## src/hdl/timed_priority_entry_table_macros.svh

```systemverilog
// Assertion macros for the timed priority entry table.
// Included by files that carry concurrent checks; no other dependencies.
`ifndef TIMED_PRIORITY_ENTRY_TABLE_MACROS_SVH
`define TIMED_PRIORITY_ENTRY_TABLE_MACROS_SVH
`ifndef SYNTH
`define TPET_ASSERT_IMP(label, clk, rst_n, ante, cons) \
    label: assert property (@(posedge clk) disable iff (!(rst_n)) (ante) |-> (cons)) \
        else $error("assertion failed");
`define TPET_ASSERT_NXT(label, clk, rst_n, ante, cons) \
    label: assert property (@(posedge clk) disable iff (!(rst_n)) (ante) |=> (cons)) \
        else $error("assertion failed");
`else
`define TPET_ASSERT_IMP(label, clk, rst_n, ante, cons)
`define TPET_ASSERT_NXT(label, clk, rst_n, ante, cons)
`endif
`endif

```

## src/hdl/tpet_pkg.sv

```systemverilog
// Shared types and codes of the timed priority entry table.
// No dependencies.
package tpet_pkg;

    localparam logic [2:0] OP_POST    = 3'd0;
    localparam logic [2:0] OP_DEL_ID  = 3'd1;
    localparam logic [2:0] OP_DEL_CAT = 3'd2;
    localparam logic [2:0] OP_TICK    = 3'd3;
    localparam logic [2:0] OP_DEL_ALL = 3'd4;

    localparam logic [2:0] EV_POSTED    = 3'd0;
    localparam logic [2:0] EV_MUTED     = 3'd1;
    localparam logic [2:0] EV_EVICTED   = 3'd2;
    localparam logic [2:0] EV_EXPIRED   = 3'd3;
    localparam logic [2:0] EV_DISMISSED = 3'd4;
    localparam logic [2:0] EV_DONE      = 3'd5;

    localparam logic [2:0] CMD_POST    = 3'd0;
    localparam logic [2:0] CMD_MUTED   = 3'd1;
    localparam logic [2:0] CMD_DEL_ID  = 3'd2;
    localparam logic [2:0] CMD_DEL_CAT = 3'd3;
    localparam logic [2:0] CMD_TICK    = 3'd4;
    localparam logic [2:0] CMD_DEL_ALL = 3'd5;
    localparam logic [2:0] CMD_NOP     = 3'd6;

    localparam logic CFG_MAX_ACTIVE = 1'b0;
    localparam logic CFG_MUTE_MASK  = 1'b1;

    typedef struct packed {
        logic [2:0]  op;
        logic [2:0]  category;
        logic [1:0]  priority_req;
        logic [15:0] duration_ms;
        logic [15:0] target_id;
        logic [15:0] elapsed_ms;
    } t_in_item;

    typedef struct packed {
        logic [2:0]  event_kind;
        logic [15:0] event_id;
        logic [3:0]  active_count;
        logic        last;
    } t_out_item;

    typedef struct packed {
        logic [2:0]  kind;
        logic [2:0]  category;
        logic [1:0]  prio;
        logic [15:0] duration_ms;
        logic [15:0] target_id;
        logic [15:0] elapsed_ms;
    } t_cmd;

    typedef struct packed {
        logic [15:0] id;
        logic [2:0]  category;
        logic [1:0]  prio;
        logic        persistent;
        logic [15:0] remaining_ms;
    } t_entry;

    typedef struct packed {
        logic busy;
        logic cnt_ovf;
    } t_bk_stat;

endpackage

```

## src/hdl/timed_priority_entry_table.sv

```systemverilog
// Post: POST (eviction beat if the table is at its limit), INS (posted beat), DONE; muted
// posts give their beat in POST, then DONE; an unknown op goes to DONE. Removals: MARK, REM
// (one result beat per cycle unless the output stalls), DONE. Items are taken only in IDLE.
// The front queue holds two decoded items, so input is taken while the back is busy.
// Reset (synchronous, active low) empties table and queue, next id 1, max_active 5, mute 0.
module timed_priority_entry_table #(
    parameter int CAPACITY        = 8,
    parameter int NUM_CATEGORIES  = 8,
    parameter int PRIORITY_LEVELS = 4
) (
    input  logic                i_clk,
    input  logic                i_rst_n,
    input  logic                i_valid,
    output logic                o_stall,
    input  tpet_pkg::t_in_item  i_item,
    output logic                o_valid,
    input  logic                i_stall,
    output tpet_pkg::t_out_item o_item,
    input  logic                i_cfg_we,
    input  logic                i_cfg_index,
    input  logic [7:0]          i_cfg_data
);
    import tpet_pkg::*;
`include "timed_priority_entry_table_macros.svh"

    logic [3:0] r_max_active;
    logic [7:0] r_mute_mask;
    logic       cmd_valid, cmd_take;
    t_cmd       cmd;
    t_bk_stat   bk_stat;

    always_ff @(posedge i_clk) begin
        if (!i_rst_n) begin
            r_max_active <= 4'd5;
            r_mute_mask  <= 8'd0;
        end else if (i_cfg_we) begin
            case (i_cfg_index)
                CFG_MAX_ACTIVE: r_max_active <= i_cfg_data[3:0];
                CFG_MUTE_MASK:  r_mute_mask  <= i_cfg_data;
                default: ;
            endcase
        end
    end

    tpet_front #(
        .NUM_CATEGORIES (NUM_CATEGORIES),
        .PRIORITY_LEVELS(PRIORITY_LEVELS)
    ) u_front (
        .i_clk      (i_clk),
        .i_rst_n    (i_rst_n),
        .i_valid    (i_valid),
        .o_stall    (o_stall),
        .i_item     (i_item),
        .i_mute_mask(r_mute_mask),
        .o_cmd_valid(cmd_valid),
        .i_cmd_take (cmd_take),
        .o_cmd      (cmd)
    );

    tpet_back #(
        .CAPACITY(CAPACITY)
    ) u_back (
        .i_clk       (i_clk),
        .i_rst_n     (i_rst_n),
        .i_max_active(r_max_active),
        .i_cmd_valid (cmd_valid),
        .o_cmd_take  (cmd_take),
        .i_cmd       (cmd),
        .o_valid     (o_valid),
        .i_stall     (i_stall),
        .o_item      (o_item),
        .o_stat      (bk_stat)
    );

    `TPET_ASSERT_IMP(a_last_is_done, i_clk, i_rst_n, o_valid && o_item.last, o_item.event_kind == EV_DONE)
    `TPET_ASSERT_IMP(a_cnt_bound, i_clk, i_rst_n, 1'b1, !bk_stat.cnt_ovf)
    `TPET_ASSERT_IMP(a_full_has_head, i_clk, i_rst_n, o_stall, cmd_valid)
    `TPET_ASSERT_NXT(a_take_starts, i_clk, i_rst_n, cmd_take && cmd_valid, bk_stat.busy)

endmodule

```

## src/hdl/tpet_front.sv

```systemverilog
// Front part: accepts input beats, decodes them into commands, two-entry queue.
// Depends on tpet_pkg.
module tpet_front #(
    parameter int NUM_CATEGORIES  = 8,
    parameter int PRIORITY_LEVELS = 4
) (
    input  logic              i_clk,
    input  logic              i_rst_n,
    input  logic              i_valid,
    output logic              o_stall,
    input  tpet_pkg::t_in_item i_item,
    input  logic [7:0]        i_mute_mask,
    output logic              o_cmd_valid,
    input  logic              i_cmd_take,
    output tpet_pkg::t_cmd    o_cmd
);
    import tpet_pkg::*;

    t_cmd       r_q [2];
    logic       r_wp, r_rp;
    logic [1:0] r_fill, n_fill;
    t_cmd       w_cmd;
    logic       w_muted;
    logic       w_push, w_pop;

    always_comb begin
        w_cmd             = '0;
        w_cmd.category    = i_item.category;
        w_cmd.duration_ms = i_item.duration_ms;
        w_cmd.target_id   = i_item.target_id;
        w_cmd.elapsed_ms  = i_item.elapsed_ms;
        w_cmd.prio        = i_item.priority_req;
        if (int'(i_item.priority_req) >= PRIORITY_LEVELS) begin
            w_cmd.prio = 2'(PRIORITY_LEVELS - 1);
        end
        w_muted = (int'(i_item.category) >= NUM_CATEGORIES) ||
                  i_mute_mask[i_item.category];
        case (i_item.op)
            OP_POST:    w_cmd.kind = w_muted ? CMD_MUTED : CMD_POST;
            OP_DEL_ID:  w_cmd.kind = CMD_DEL_ID;
            OP_DEL_CAT: w_cmd.kind = CMD_DEL_CAT;
            OP_TICK:    w_cmd.kind = CMD_TICK;
            OP_DEL_ALL: w_cmd.kind = CMD_DEL_ALL;
            default:    w_cmd.kind = CMD_NOP;
        endcase
    end

    assign o_stall     = (r_fill == 2'd2);
    assign o_cmd_valid = (r_fill != 2'd0);
    assign o_cmd       = r_q[r_rp];
    assign w_push      = i_valid && !o_stall;
    assign w_pop       = i_cmd_take && o_cmd_valid;

    always_comb begin
        n_fill = r_fill;
        if (w_push && !w_pop) begin
            n_fill = r_fill + 2'd1;
        end else if (w_pop && !w_push) begin
            n_fill = r_fill - 2'd1;
        end
    end

    always_ff @(posedge i_clk) begin
        if (w_push) begin
            r_q[r_wp] <= w_cmd;
        end
        if (!i_rst_n) begin
            r_wp   <= 1'b0;
            r_rp   <= 1'b0;
            r_fill <= 2'd0;
        end else begin
            if (w_push) r_wp <= ~r_wp;
            if (w_pop)  r_rp <= ~r_rp;
            r_fill <= n_fill;
        end
    end

endmodule

```

## src/hdl/tpet_back.sv

```systemverilog
// Back part: entry table in shifting registers, sequencer, output register.
// Depends on tpet_pkg.
module tpet_back #(
    parameter int CAPACITY = 8
) (
    input  logic               i_clk,
    input  logic               i_rst_n,
    input  logic [3:0]         i_max_active,
    input  logic               i_cmd_valid,
    output logic               o_cmd_take,
    input  tpet_pkg::t_cmd     i_cmd,
    output logic               o_valid,
    input  logic               i_stall,
    output tpet_pkg::t_out_item o_item,
    output tpet_pkg::t_bk_stat o_stat
);
    import tpet_pkg::*;

    localparam int IDX_W = (CAPACITY > 1) ? $clog2(CAPACITY) : 1;
    localparam int CNT_W = $clog2(CAPACITY + 1);

    localparam logic [2:0] S_IDLE = 3'd0;
    localparam logic [2:0] S_POST = 3'd1;
    localparam logic [2:0] S_INS  = 3'd2;
    localparam logic [2:0] S_MARK = 3'd3;
    localparam logic [2:0] S_REM  = 3'd4;
    localparam logic [2:0] S_DONE = 3'd5;

    logic [2:0]    r_state, n_state;
    t_cmd          r_cmd, n_cmd;
    t_entry        r_tab [CAPACITY];
    t_entry        n_tab [CAPACITY];
    logic [CAPACITY-1:0] r_mark, n_mark;
    logic [CNT_W-1:0] r_cnt, n_cnt;
    logic [15:0]   r_next_id, n_next_id;
    logic          r_oval, n_oval;
    t_out_item     r_out, n_out;

    logic [CAPACITY-1:0] w_vld;
    logic          w_mk_found;
    logic [IDX_W-1:0] w_mk_idx, w_ev_idx, w_rm_idx;
    logic [1:0]    w_min_pr;
    logic [CNT_W-1:0] w_pos;
    logic          w_can_emit, w_evict, w_rm_en, w_ins_en;
    logic [CAPACITY-1:0] w_id_hit;
    t_entry        w_new;

    always_comb begin
        w_mk_found = 1'b0;
        w_mk_idx   = '0;
        w_min_pr   = 2'd3;
        w_ev_idx   = '0;
        w_pos      = r_cnt;
        for (int j = 0; j < CAPACITY; j++) begin
            w_vld[j]    = (j < int'(r_cnt));
            w_id_hit[j] = w_vld[j] && (r_tab[j].id == r_cmd.target_id);
            if (w_vld[j] && r_tab[j].prio < w_min_pr) w_min_pr = r_tab[j].prio;
        end
        for (int j = CAPACITY - 1; j >= 0; j--) begin
            if (r_mark[j]) begin
                w_mk_found = 1'b1;
                w_mk_idx   = IDX_W'(j);
            end
            if (w_vld[j] && r_tab[j].prio == w_min_pr) w_ev_idx = IDX_W'(j);
            if (w_vld[j] && r_tab[j].prio < r_cmd.prio) w_pos = CNT_W'(j);
        end
    end

    assign w_evict = (r_cnt != '0) &&
                     ((int'(r_cnt) >= int'(i_max_active)) || (int'(r_cnt) >= CAPACITY));
    assign w_can_emit = !r_oval || !i_stall;

    always_comb begin
        w_new.id           = r_next_id;
        w_new.category     = r_cmd.category;
        w_new.prio         = r_cmd.prio;
        w_new.persistent   = (r_cmd.duration_ms == 16'd0);
        w_new.remaining_ms = r_cmd.duration_ms;
    end

    always_comb begin
        n_state    = r_state;
        n_cmd      = r_cmd;
        n_tab      = r_tab;
        n_mark     = r_mark;
        n_cnt      = r_cnt;
        n_next_id  = r_next_id;
        n_oval     = r_oval && i_stall;
        n_out      = r_out;
        o_cmd_take = 1'b0;
        w_rm_en    = 1'b0;
        w_rm_idx   = '0;
        w_ins_en   = 1'b0;

        case (r_state)
            S_IDLE: begin
                o_cmd_take = i_cmd_valid;
                if (i_cmd_valid) begin
                    n_cmd = i_cmd;
                    case (i_cmd.kind)
                        CMD_POST, CMD_MUTED: n_state = S_POST;
                        CMD_DEL_ID, CMD_DEL_CAT, CMD_TICK, CMD_DEL_ALL: n_state = S_MARK;
                        default: n_state = S_DONE;
                    endcase
                end
            end
            S_POST: begin
                if (r_cmd.kind == CMD_MUTED) begin
                    if (w_can_emit) begin
                        n_oval  = 1'b1;
                        n_out   = '{EV_MUTED, 16'd0, 4'(r_cnt), 1'b0};
                        n_state = S_DONE;
                    end
                end else if (w_evict) begin
                    if (w_can_emit) begin
                        w_rm_en  = 1'b1;
                        w_rm_idx = w_ev_idx;
                        n_oval   = 1'b1;
                        n_out    = '{EV_EVICTED, r_tab[w_ev_idx].id,
                                     4'(r_cnt - 1'b1), 1'b0};
                        n_state  = S_INS;
                    end
                end else begin
                    n_state = S_INS;
                end
            end
            S_INS: begin
                if (w_can_emit) begin
                    w_ins_en  = 1'b1;
                    n_oval    = 1'b1;
                    n_out     = '{EV_POSTED, r_next_id, 4'(r_cnt + 1'b1), 1'b0};
                    n_next_id = (r_next_id == 16'hFFFF) ? 16'd1 : r_next_id + 16'd1;
                    n_state   = S_DONE;
                end
            end
            S_MARK: begin
                // dismiss by id marks only the first hit
                n_mark = w_id_hit & (~w_id_hit + 1'b1);
                for (int j = 0; j < CAPACITY; j++) begin
                    case (r_cmd.kind)
                        CMD_DEL_CAT: n_mark[j] = w_vld[j] &&
                                                 (r_tab[j].category == r_cmd.category);
                        CMD_DEL_ALL: n_mark[j] = w_vld[j];
                        CMD_TICK: begin
                            n_mark[j] = w_vld[j] && !r_tab[j].persistent &&
                                        (r_tab[j].remaining_ms <= r_cmd.elapsed_ms);
                            if (w_vld[j] && !r_tab[j].persistent && !n_mark[j]) begin
                                n_tab[j].remaining_ms = r_tab[j].remaining_ms -
                                                        r_cmd.elapsed_ms;
                            end
                        end
                        default: ;
                    endcase
                end
                n_state = S_REM;
            end
            S_REM: begin
                if (!w_mk_found) begin
                    n_state = S_DONE;
                end else if (w_can_emit) begin
                    w_rm_en  = 1'b1;
                    w_rm_idx = w_mk_idx;
                    n_oval   = 1'b1;
                    n_out    = '{(r_cmd.kind == CMD_TICK) ? EV_EXPIRED : EV_DISMISSED,
                                 r_tab[w_mk_idx].id, 4'(r_cnt - 1'b1), 1'b0};
                end
            end
            S_DONE: begin
                if (w_can_emit) begin
                    n_oval  = 1'b1;
                    n_out   = '{EV_DONE, 16'd0, 4'(r_cnt), 1'b1};
                    n_state = S_IDLE;
                end
            end
            default: n_state = S_IDLE;
        endcase

        if (w_rm_en) begin
            for (int j = 0; j < CAPACITY - 1; j++) begin
                if (j >= int'(w_rm_idx)) begin
                    n_tab[j]  = r_tab[j + 1];
                    n_mark[j] = r_mark[j + 1];
                end
            end
            n_mark[CAPACITY - 1] = 1'b0;
            n_cnt = r_cnt - 1'b1;
        end
        if (w_ins_en) begin
            for (int j = 1; j < CAPACITY; j++) begin
                if (j > int'(w_pos)) n_tab[j] = r_tab[j - 1];
            end
            for (int j = 0; j < CAPACITY; j++) begin
                if (j == int'(w_pos)) n_tab[j] = w_new;
            end
            n_cnt = r_cnt + 1'b1;
        end
    end

    always_ff @(posedge i_clk) begin
        r_cmd <= n_cmd;
        r_tab <= n_tab;
        r_out <= n_out;
        if (!i_rst_n) begin
            r_state   <= S_IDLE;
            r_mark    <= '0;
            r_cnt     <= '0;
            r_next_id <= 16'd1;
            r_oval    <= 1'b0;
        end else begin
            r_state   <= n_state;
            r_mark    <= n_mark;
            r_cnt     <= n_cnt;
            r_next_id <= n_next_id;
            r_oval    <= n_oval;
        end
    end

    assign o_valid        = r_oval;
    assign o_item         = r_out;
    assign o_stat.busy    = (r_state != S_IDLE);
    assign o_stat.cnt_ovf = (int'(r_cnt) > CAPACITY);

endmodule

```

## config.mk

```make
export PLATFORM = sky130hd
export DESIGN_NAME = timed_priority_entry_table
export DESIGN_NICKNAME = d
export VERILOG_FILES = /design/src/hdl/tpet_pkg.sv /design/src/hdl/timed_priority_entry_table.sv /design/src/hdl/tpet_front.sv /design/src/hdl/tpet_back.sv
export VERILOG_INCLUDE_DIRS = /design/src /design/src/hdl
export SDC_FILE = /design/constraint.sdc
export NUM_CORES = 2
export LEC_CHECK = 0
export BUFFER_PORTS_ARGS = -buffer_cell sky130_fd_sc_hd__clkbuf_2
export CAP_MARGIN = 10
export CORE_MARGIN = 2
export CORE_UTILIZATION = 52
export CTS_CLUSTER_DIAMETER = 50
export DETAILED_ROUTE_END_ITERATION = 7
export PLACE_DENSITY = 0.68
export SETUP_SLACK_MARGIN = 0.3
export SLEW_MARGIN = 20
export SYNTH_ARGS = -nofsm -noshare
export SYNTH_HDL_FRONTEND = slang
export SYNTH_SLANG_ARGS = --single-unit
```

## constraint.sdc

```tcl
create_clock -name i_clk -period 20.7 [get_ports i_clk]
set_input_delay 1.035 -clock i_clk [delete_from_list [all_inputs] [get_ports i_clk]]
set_output_delay 1.035 -clock i_clk [all_outputs]
set_load 0.02 [all_outputs]
```

# Yosys cells after proc, flatten, opt, wreduce, memory -nomap -nowiden
# Memories as Yosys holds them, arrays and structs flattened. A register that Yosys moved wholly into a read port is not among the register bits.
# Index checks and enable logic that the tools add are counted.
dict set report totals {
  ff_bits 432
  ram_bits 112
  input_bits 70
  output_inout_bits 26
  word_cells 471
  memories 1
}
# name depth width read_ports rd_clocked_by_memory_dff wr line
set mem_list {}
lappend mem_list {u_front.r_q 2 56 1 1 1 tpet_front.sv:19} ;# t_cmd r_q [2];
dict set report classes {
  add_sub_neg 14
  magnitude_cmp 51
  eq_ne 60
  mux 161
  bitwise_logic 8
  reduce_logical 115
}
# op count
set ops {}
lappend ops {{38-bit 2-to-1 mux} 26}
lappend ops {{16-bit 2-to-1 mux} 25}
lappend ops {{304-bit 2-to-1 mux} 1}
lappend ops {{266-bit 2-to-1 mux} 1}
lappend ops {{38-bit binary-select mux with 3-bit select} 2}
lappend ops {{24-bit 2-to-1 mux} 8}
lappend ops {{16-bit == test} 8}
lappend ops {{16-bit <= comparator} 8}
lappend ops {{16-bit subtractor} 8}
lappend ops {{24-bit one-hot mux with 4 select lines} 1}
lappend ops {{3-bit 2-to-1 mux} 29}
lappend ops {{1-bit logical AND} 70}
lappend ops {{4-bit 2-to-1 mux} 10}
lappend ops {{1-bit 2-to-1 mux} 31}
lappend ops {{2-bit < comparator} 15}
lappend ops {{1-bit one-hot mux with 3 select lines} 9}
lappend ops {{3-bit == test} 8}
lappend ops {{3-bit by 2-bit == test with 1-bit output, second input constant} 7}
lappend ops {{3-bit == test, second input constant} 7}
lappend ops {{1-bit zero test} 21}
lappend ops {{2-bit 2-to-1 mux} 10}
lappend ops {{3-bit one-hot mux with 6 select lines} 1}
lappend ops {{16-bit by 1-bit adder with 16-bit output, second input constant} 1}
lappend ops {{16-bit == test, second input constant} 1}
lappend ops {{48 further kinds} 101}

# Logic depth before layout (Yosys ltp)
dict set report depth {
  ltp_word 44
  mapped_depth 29
  ltp_nobuf 24
}

# By module
# From an unflattened synthesis, not the netlist that was laid out.
dict set report unflattened {
  hier_cells 3876
  hier_area_um2 36154.7
}
# mod instances cells_each area_per_inst_um2
set by_module_without_submodules {}
lappend by_module_without_submodules {tpet_back 1 3608 31293.8}
lappend by_module_without_submodules {tpet_front 1 214 4364.2}
lappend by_module_without_submodules {timed_priority_entry_table 1 54 496.7}

# Worst setup path before layout
# Ideal clock, no wire load.
dict set report synth_timing {
  path_kind {register to register}
  startpoint {register u_back.r_state[1]}
  endpoint {register u_front.r_fill[1]}
  setup_ns 0.070
  arrival_time_ns 7.516
  required_time_ns 20.630
  path_slack_ns 13.114
  stages_incl_launch_ff 8
  n_path_buf 2
  synth_period_minus_slack_ns 7.586
  path_cell_list {dfxtp_1 > clkbuf_1 > buf_1 > nor4_1 > inv_1 > ha_1 > or3_1 > a21oi_1}
}
dict set report synth_via {
  elab_chain_cells 6
  elab_cells_between_ends 8
  cone_classes {mux: 2; reduce/logical: 6}
}
# element line
set synth_rtl {}
lappend synth_rtl {{start, declared} tpet_back.sv:29} ;# logic [2:0] r_state, n_state;
lappend synth_rtl {{start signal, assigned} tpet_back.sv:210} ;# r_state <= n_state;
lappend synth_rtl {{3-bit zero test *} tpet_back.sv:95} ;# case (r_state)
lappend synth_rtl {{1-bit 2-to-1 mux *} tpet_back.sv:95}
lappend synth_rtl {{net cmd_take} timed_priority_entry_table.sv:28} ;# logic cmd_valid, cmd_take;
lappend synth_rtl {{1-bit logical AND *} tpet_front.sv:52} ;# assign w_pop = i_cmd_take && o_cmd_valid;
lappend synth_rtl {{1-bit zero test} tpet_front.sv:56} ;# if (w_push && !w_pop) begin
lappend synth_rtl {{1-bit logical AND} tpet_front.sv:56}
lappend synth_rtl {{2-bit 2-to-1 mux / 2-bit nonzero test (equally long branches)} -}
lappend synth_rtl {{end signal, assigned} tpet_front.sv:74} ;# r_fill <= n_fill;
lappend synth_rtl {{end, declared} tpet_front.sv:21} ;# logic [1:0] r_fill, n_fill;
# Mark *: on every way through the listed nets, which the timed path passes. The rest lies on a longest branch.
# A chain may end at the register's enable or synchronous reset.

==> metrics.txt <==
# TYPE chip_impl_metric gauge
chip_impl_metric{name="cts-resized-gates",unit=""} 0
chip_impl_metric{name="chipWidth",unit="µm"} 270
chip_impl_metric{name="worstPathRequired",unit="ns"} 21.17
chip_impl_metric{name="post_cts.repair.setup_buffers",unit=""} 0
chip_impl_metric{name="fill_cells",unit=""} 6329
chip_impl_metric{name="syn-num-nets",unit=""} 4380
chip_impl_info{name="synthTopCellsByArea",value="sky130_fd_sc_hd__dfxtp_1, sky130_fd_sc_hd__edfxtp_1, sky130_fd_sc_hd__mux2i_1"} 1
chip_impl_metric{name="fin_skew",unit="ns"} 0.0288
chip_impl_metric{name="max_slew_margin",unit="%"} 16.4
chip_impl_metric{name="leakagePower",unit="nW"} 15.3
chip_impl_metric{name="worst_hold_slack",unit="ns"} 0.451
chip_impl_metric{name="maximum_buffer_depth_of_the_clock_tree",unit=""} 3
chip_impl_metric{name="first_global_vias",unit=""} 32600
chip_impl_metric{name="grt_usage",unit="%"} 34.9
chip_impl_metric{name="layout-drive-gt1-share",unit="%"} 12.8
chip_impl_info{name="tritoncts",value="done"} 1
chip_impl_metric{name="initial_core_util",unit="%"} 52.6
chip_impl_metric{name="final.period_utilization",unit="%"} 38.2
chip_impl_metric{name="synth-seq-cells",unit=""} 545
chip_impl_metric{name="nets",unit=""} 4319
chip_impl_info{name="rsz0062_at_grt",value="false"} 1
chip_impl_info{name="worstSetupPathType",value="flip-flop to flip-flop"} 1
chip_impl_metric{name="synth.distinct_cells",unit=""} 90
chip_impl_metric{name="postSynthAreaPerCell",unit="µm²"} 8.88
chip_impl_metric{name="io_pins",unit=""} 96
chip_impl_metric{name="die_y",unit="µm"} 270
chip_impl_info{name="endpoint_kind",value="flip-flop"} 1
chip_impl_info{name="clockRootBuffer",value="sky130_fd_sc_hd__clkbuf_16"} 1
chip_impl_metric{name="routed_wl",unit="mm"} 131
chip_impl_metric{name="final.setup.tns",unit="ns"} 0
chip_impl_metric{name="power.density",unit="nW/µm²"} 198
chip_impl_metric{name="maxCapViolCount",unit=""} 0
chip_impl_metric{name="timing.final.ws_setup",unit="ns"} 12.80
chip_impl_metric{name="global_route.overflow_total",unit=""} 0
chip_impl_metric{name="synthesis.instances",unit=""} 4154
chip_impl_metric{name="max_freq",unit="MHz"} 127
chip_impl_metric{name="fin_util",unit="%"} 57.9
chip_impl_metric{name="cts_htree_levels",unit=""} 3
chip_impl_metric{name="route.antenna.remaining_nets",unit=""} 0
chip_impl_info{name="synth_top_flop_cell",value="sky130_fd_sc_hd__dfxtp_1"} 1
chip_impl_metric{name="timing_worst_slew_pin_value",unit="ns"} 1.24
chip_impl_metric{name="io_buffer_count",unit=""} 95
chip_impl_metric{name="routed_length_on_met1",unit="mm"} 54.1
chip_impl_metric{name="period_needed",unit="ns"} 7.90
chip_impl_metric{name="hold_viol",unit=""} 0
chip_impl_metric{name="vdd_ir_drop_max",unit="mV"} 0.128
chip_impl_metric{name="first_pass_iters",unit=""} 8
chip_impl_metric{name="design.die.area",unit="µm²"} 73100
chip_impl_metric{name="async_flop_share",unit="%"} 0
chip_impl_metric{name="ctsHoldBuffers",unit=""} 0
chip_impl_info{name="result_of_the_run",value="finished clean"} 1
chip_impl_metric{name="synth.yosys.seq_area_share",unit="%"} 35.4
chip_impl_metric{name="post_detailed_route_wirelength_per_cell",unit="µm"} 25.7
chip_impl_metric{name="route.vias.total",unit=""} 34100
chip_impl_metric{name="worstPathMaxFanout",unit=""} 35
chip_impl_info{name="synth_commonest_cells",value="sky130_fd_sc_hd__nand2_1, sky130_fd_sc_hd__dfxtp_1, sky130_fd_sc_hd__nor2_1"} 1
chip_impl_metric{name="detailedPlacementHpwl",unit="mm"} 91.9
chip_impl_metric{name="design_power_total",unit="mW"} 8.05
chip_impl_metric{name="setup-violations-final",unit=""} 0
chip_impl_info{name="synth_most_common_cell",value="sky130_fd_sc_hd__nand2_1"} 1
chip_impl_metric{name="clock_sink_count",unit=""} 545
chip_impl_info{name="synth_top_area_cell",value="sky130_fd_sc_hd__dfxtp_1"} 1
chip_impl_info{name="cp-start-kind",value="flip-flop"} 1
chip_impl_metric{name="detailroute.wirelength.met3",unit="mm"} 16.9
chip_impl_metric{name="synthDominantCellAreaShare",unit="%"} 18.0
chip_impl_metric{name="n_antenna_cell",unit=""} 0
chip_impl_metric{name="drt_drc_violations_left",unit=""} 0
chip_impl_metric{name="dp_slack",unit="ns"} 12.96
chip_impl_metric{name="core_area",unit="µm²"} 70100
chip_impl_metric{name="initialDrtViolationCount",unit=""} 4089
chip_impl_metric{name="report.final.slew_viol_count",unit=""} 0
chip_impl_info{name="route.top_layer_used",value="met4"} 1
chip_impl_metric{name="pin_count_of_the_biggest_net_entering_global_routing",unit=""} 68
chip_impl_metric{name="finalWeightedCongestion",unit=""} 1.01
chip_impl_metric{name="clock_insertion_delay_worst_skew",unit="ns"} 0.64
chip_impl_metric{name="met2_length",unit="mm"} 55.1
chip_impl_metric{name="data_arrival_time_of_the_critical_path",unit="ns"} 8.37
chip_impl_metric{name="synthToLayoutAreaGrowth",unit="%"} 10.1
chip_impl_metric{name="std_cell_rows",unit=""} 97
chip_impl_metric{name="synthesis.area",unit="µm²"} 36900
chip_impl_metric{name="grt_pass1_wl",unit="mm"} 199
chip_impl_metric{name="clk_pin_slew",unit="ns"} 0.06
chip_impl_metric{name="number_of_enable_type_register_cells_in_the_synthesized_netlist",unit=""} 214
chip_impl_metric{name="total_clock_buffers_created_by_cts",unit=""} 78
chip_impl_info{name="min-delay-path-class",value="flip-flop to flip-flop"} 1
chip_impl_metric{name="grt_antenna_before_repair",unit=""} 0
chip_impl_metric{name="routed_via_density",unit=""} 6.69
chip_impl_metric{name="ys.warnings.count",unit=""} 0
## cell usage in the layout, fill, tap and decap left out, types with 21 or more instances in the layout
master and n:
sky130_fd_sc_hd__nand2_1 440, sky130_fd_sc_hd__dfxtp_1 330, sky130_fd_sc_hd__nor2_1 288, sky130_fd_sc_hd__a21oi_1 230
sky130_fd_sc_hd__mux2i_1 222, sky130_fd_sc_hd__edfxtp_1 214, sky130_fd_sc_hd__o21ai_0 193, sky130_fd_sc_hd__ha_1 148
sky130_fd_sc_hd__xor2_1 145, sky130_fd_sc_hd__xnor2_1 117, sky130_fd_sc_hd__o22ai_1 117, sky130_fd_sc_hd__inv_1 99
sky130_fd_sc_hd__clkbuf_2 95, sky130_fd_sc_hd__nor3_1 88, sky130_fd_sc_hd__nand3_1 87, sky130_fd_sc_hd__a211oi_1 84
sky130_fd_sc_hd__a31oi_1 84, sky130_fd_sc_hd__buf_4 81, sky130_fd_sc_hd__clkbuf_16 79, sky130_fd_sc_hd__mux2_2 73
sky130_fd_sc_hd__a22oi_1 66, sky130_fd_sc_hd__nand4_1 58, sky130_fd_sc_hd__nor2b_1 48, sky130_fd_sc_hd__and3_1 45
sky130_fd_sc_hd__a221oi_2 45, sky130_fd_sc_hd__a21o_1 42, sky130_fd_sc_hd__nor4_1 42, sky130_fd_sc_hd__a221oi_1 39
sky130_fd_sc_hd__nand2b_1 37, sky130_fd_sc_hd__and2_1 37, sky130_fd_sc_hd__or3_1 37, sky130_fd_sc_hd__o21ai_1 36
sky130_fd_sc_hd__mux4_2 34, sky130_fd_sc_hd__a21boi_0 30, sky130_fd_sc_hd__o221ai_1 22, sky130_fd_sc_hd__a221o_1 22
sky130_fd_sc_hd__a22o_1 21
## where the power goes
group / total, mW / internal [mW] / switching [mW] / leakage [nW]
sequential: 2.33 / 1.61 / 0.723 / 4.76
clock: 1.33 / 0.775 / 0.558 / 1.26
combinational: 4.39 / 1.80 / 2.59 / 9.29
total: 8.05 / 4.18 / 3.87 / 15.3
## final cells by class
| type | count | area, µm² | area share, % |
|---|---|---|---|
| Clock buffer | 93 | 2080 | 5.12 |
| Timing Repair Buffer | 177 | 1090 | 2.70 |
| Multi-Input combinational cell | 3190 | 22300 | 55.0 |
| Sequential cell | 545 | 13100 | 32.1 |
| Clock inverter | 52 | 505 | 1.24 |
| Tap cell | 940 | 1180 | 2.90 |
| Inverter | 101 | 379 | 0.933 |
## state kept, by name, indices dropped and copies added (netlist names), named ones only
signal and cells:
u_front.r_wp 1, u_front.r_q 112, u_back.o_valid 1, u_back.r_cmd 56
u_back.r_mark 8, u_back.r_next_id 16, u_front.r_rp 1, u_back.o_item 24
u_front.r_fill 2, r_mute_mask 8, r_max_active 4, u_back.r_state 3
u_back.r_tab 304, u_back.r_cnt 4
## critical path, stage by stage, from the launching register on
cell,delay (ns)
sky130_fd_sc_hd__dfxtp_1,0.56
sky130_fd_sc_hd__nor2_2,0.60
sky130_fd_sc_hd__a21o_1,0.26
sky130_fd_sc_hd__nand4b_1,0.15
sky130_fd_sc_hd__or2_2,0.33
sky130_fd_sc_hd__ha_1,0.21
sky130_fd_sc_hd__nor3_1,0.40
sky130_fd_sc_hd__and2_1,0.21
sky130_fd_sc_hd__and3_1,0.15
sky130_fd_sc_hd__a311o_1,0.21
sky130_fd_sc_hd__nor2_1,0.07
sky130_fd_sc_hd__ha_1,0.21
sky130_fd_sc_hd__nand2b_1,0.20
sky130_fd_sc_hd__o21ai_0,0.25
sky130_fd_sc_hd__or2_2,0.14
sky130_fd_sc_hd__o221a_2,0.41
sky130_fd_sc_hd__mux2_4,0.36
sky130_fd_sc_hd__a211o_1,0.32
sky130_fd_sc_hd__a22oi_1,0.29
sky130_fd_sc_hd__a211o_4,0.61
sky130_fd_sc_hd__buf_4,0.67
sky130_fd_sc_hd__a211oi_4,0.27
sky130_fd_sc_hd__nor2_4,0.13
sky130_fd_sc_hd__buf_4,0.49
sky130_fd_sc_hd__a311oi_1,0.18
## cell families after synthesis
kind of cell	after synthesis	synth area share [%]
fa+ha+maj	156	5.45
compound gates	1166	21.7
xor+xnor	262	6.22
flops	545	35.4
mux	330	10.4
simple gates	1276	16.1
buf+inv	419	4.74
## final timing paths
check / startpoint / end / slack, ns / depth (start not counted)
worst max-delay path: u_back.r_cnt[3] / u_back.r_tab[52] / 12.80 / 24
worst min-delay path: r_mute_mask[2] / r_mute_mask[2] / 0.45 / 2
worst max register to register: u_back.r_cnt[3] / u_back.r_tab[52] / 12.80 / 24
worst min register to register: r_mute_mask[2] / r_mute_mask[2] / 0.45 / 2
## metrics by stage
step | area [µm²] | instances
after floorplan | 36900 | 4154
after global placement | 38000 | 4952
after detailed placement | 38000 | 4953
after CTS | 40600 | 5098
after global routing | 40600 | 5098
final | 40600 | 5098
## routing by layer
layer / vias to the layer above / global-route usage (%)
li1: 15400 / -
met1: 16200 / 49.1
met2: 2181 / 51.6
met3: 331 / 8.87
met4: 0 / 12.7
met5: - / 0
Note: power is estimated with default switching activity, not from simulation.
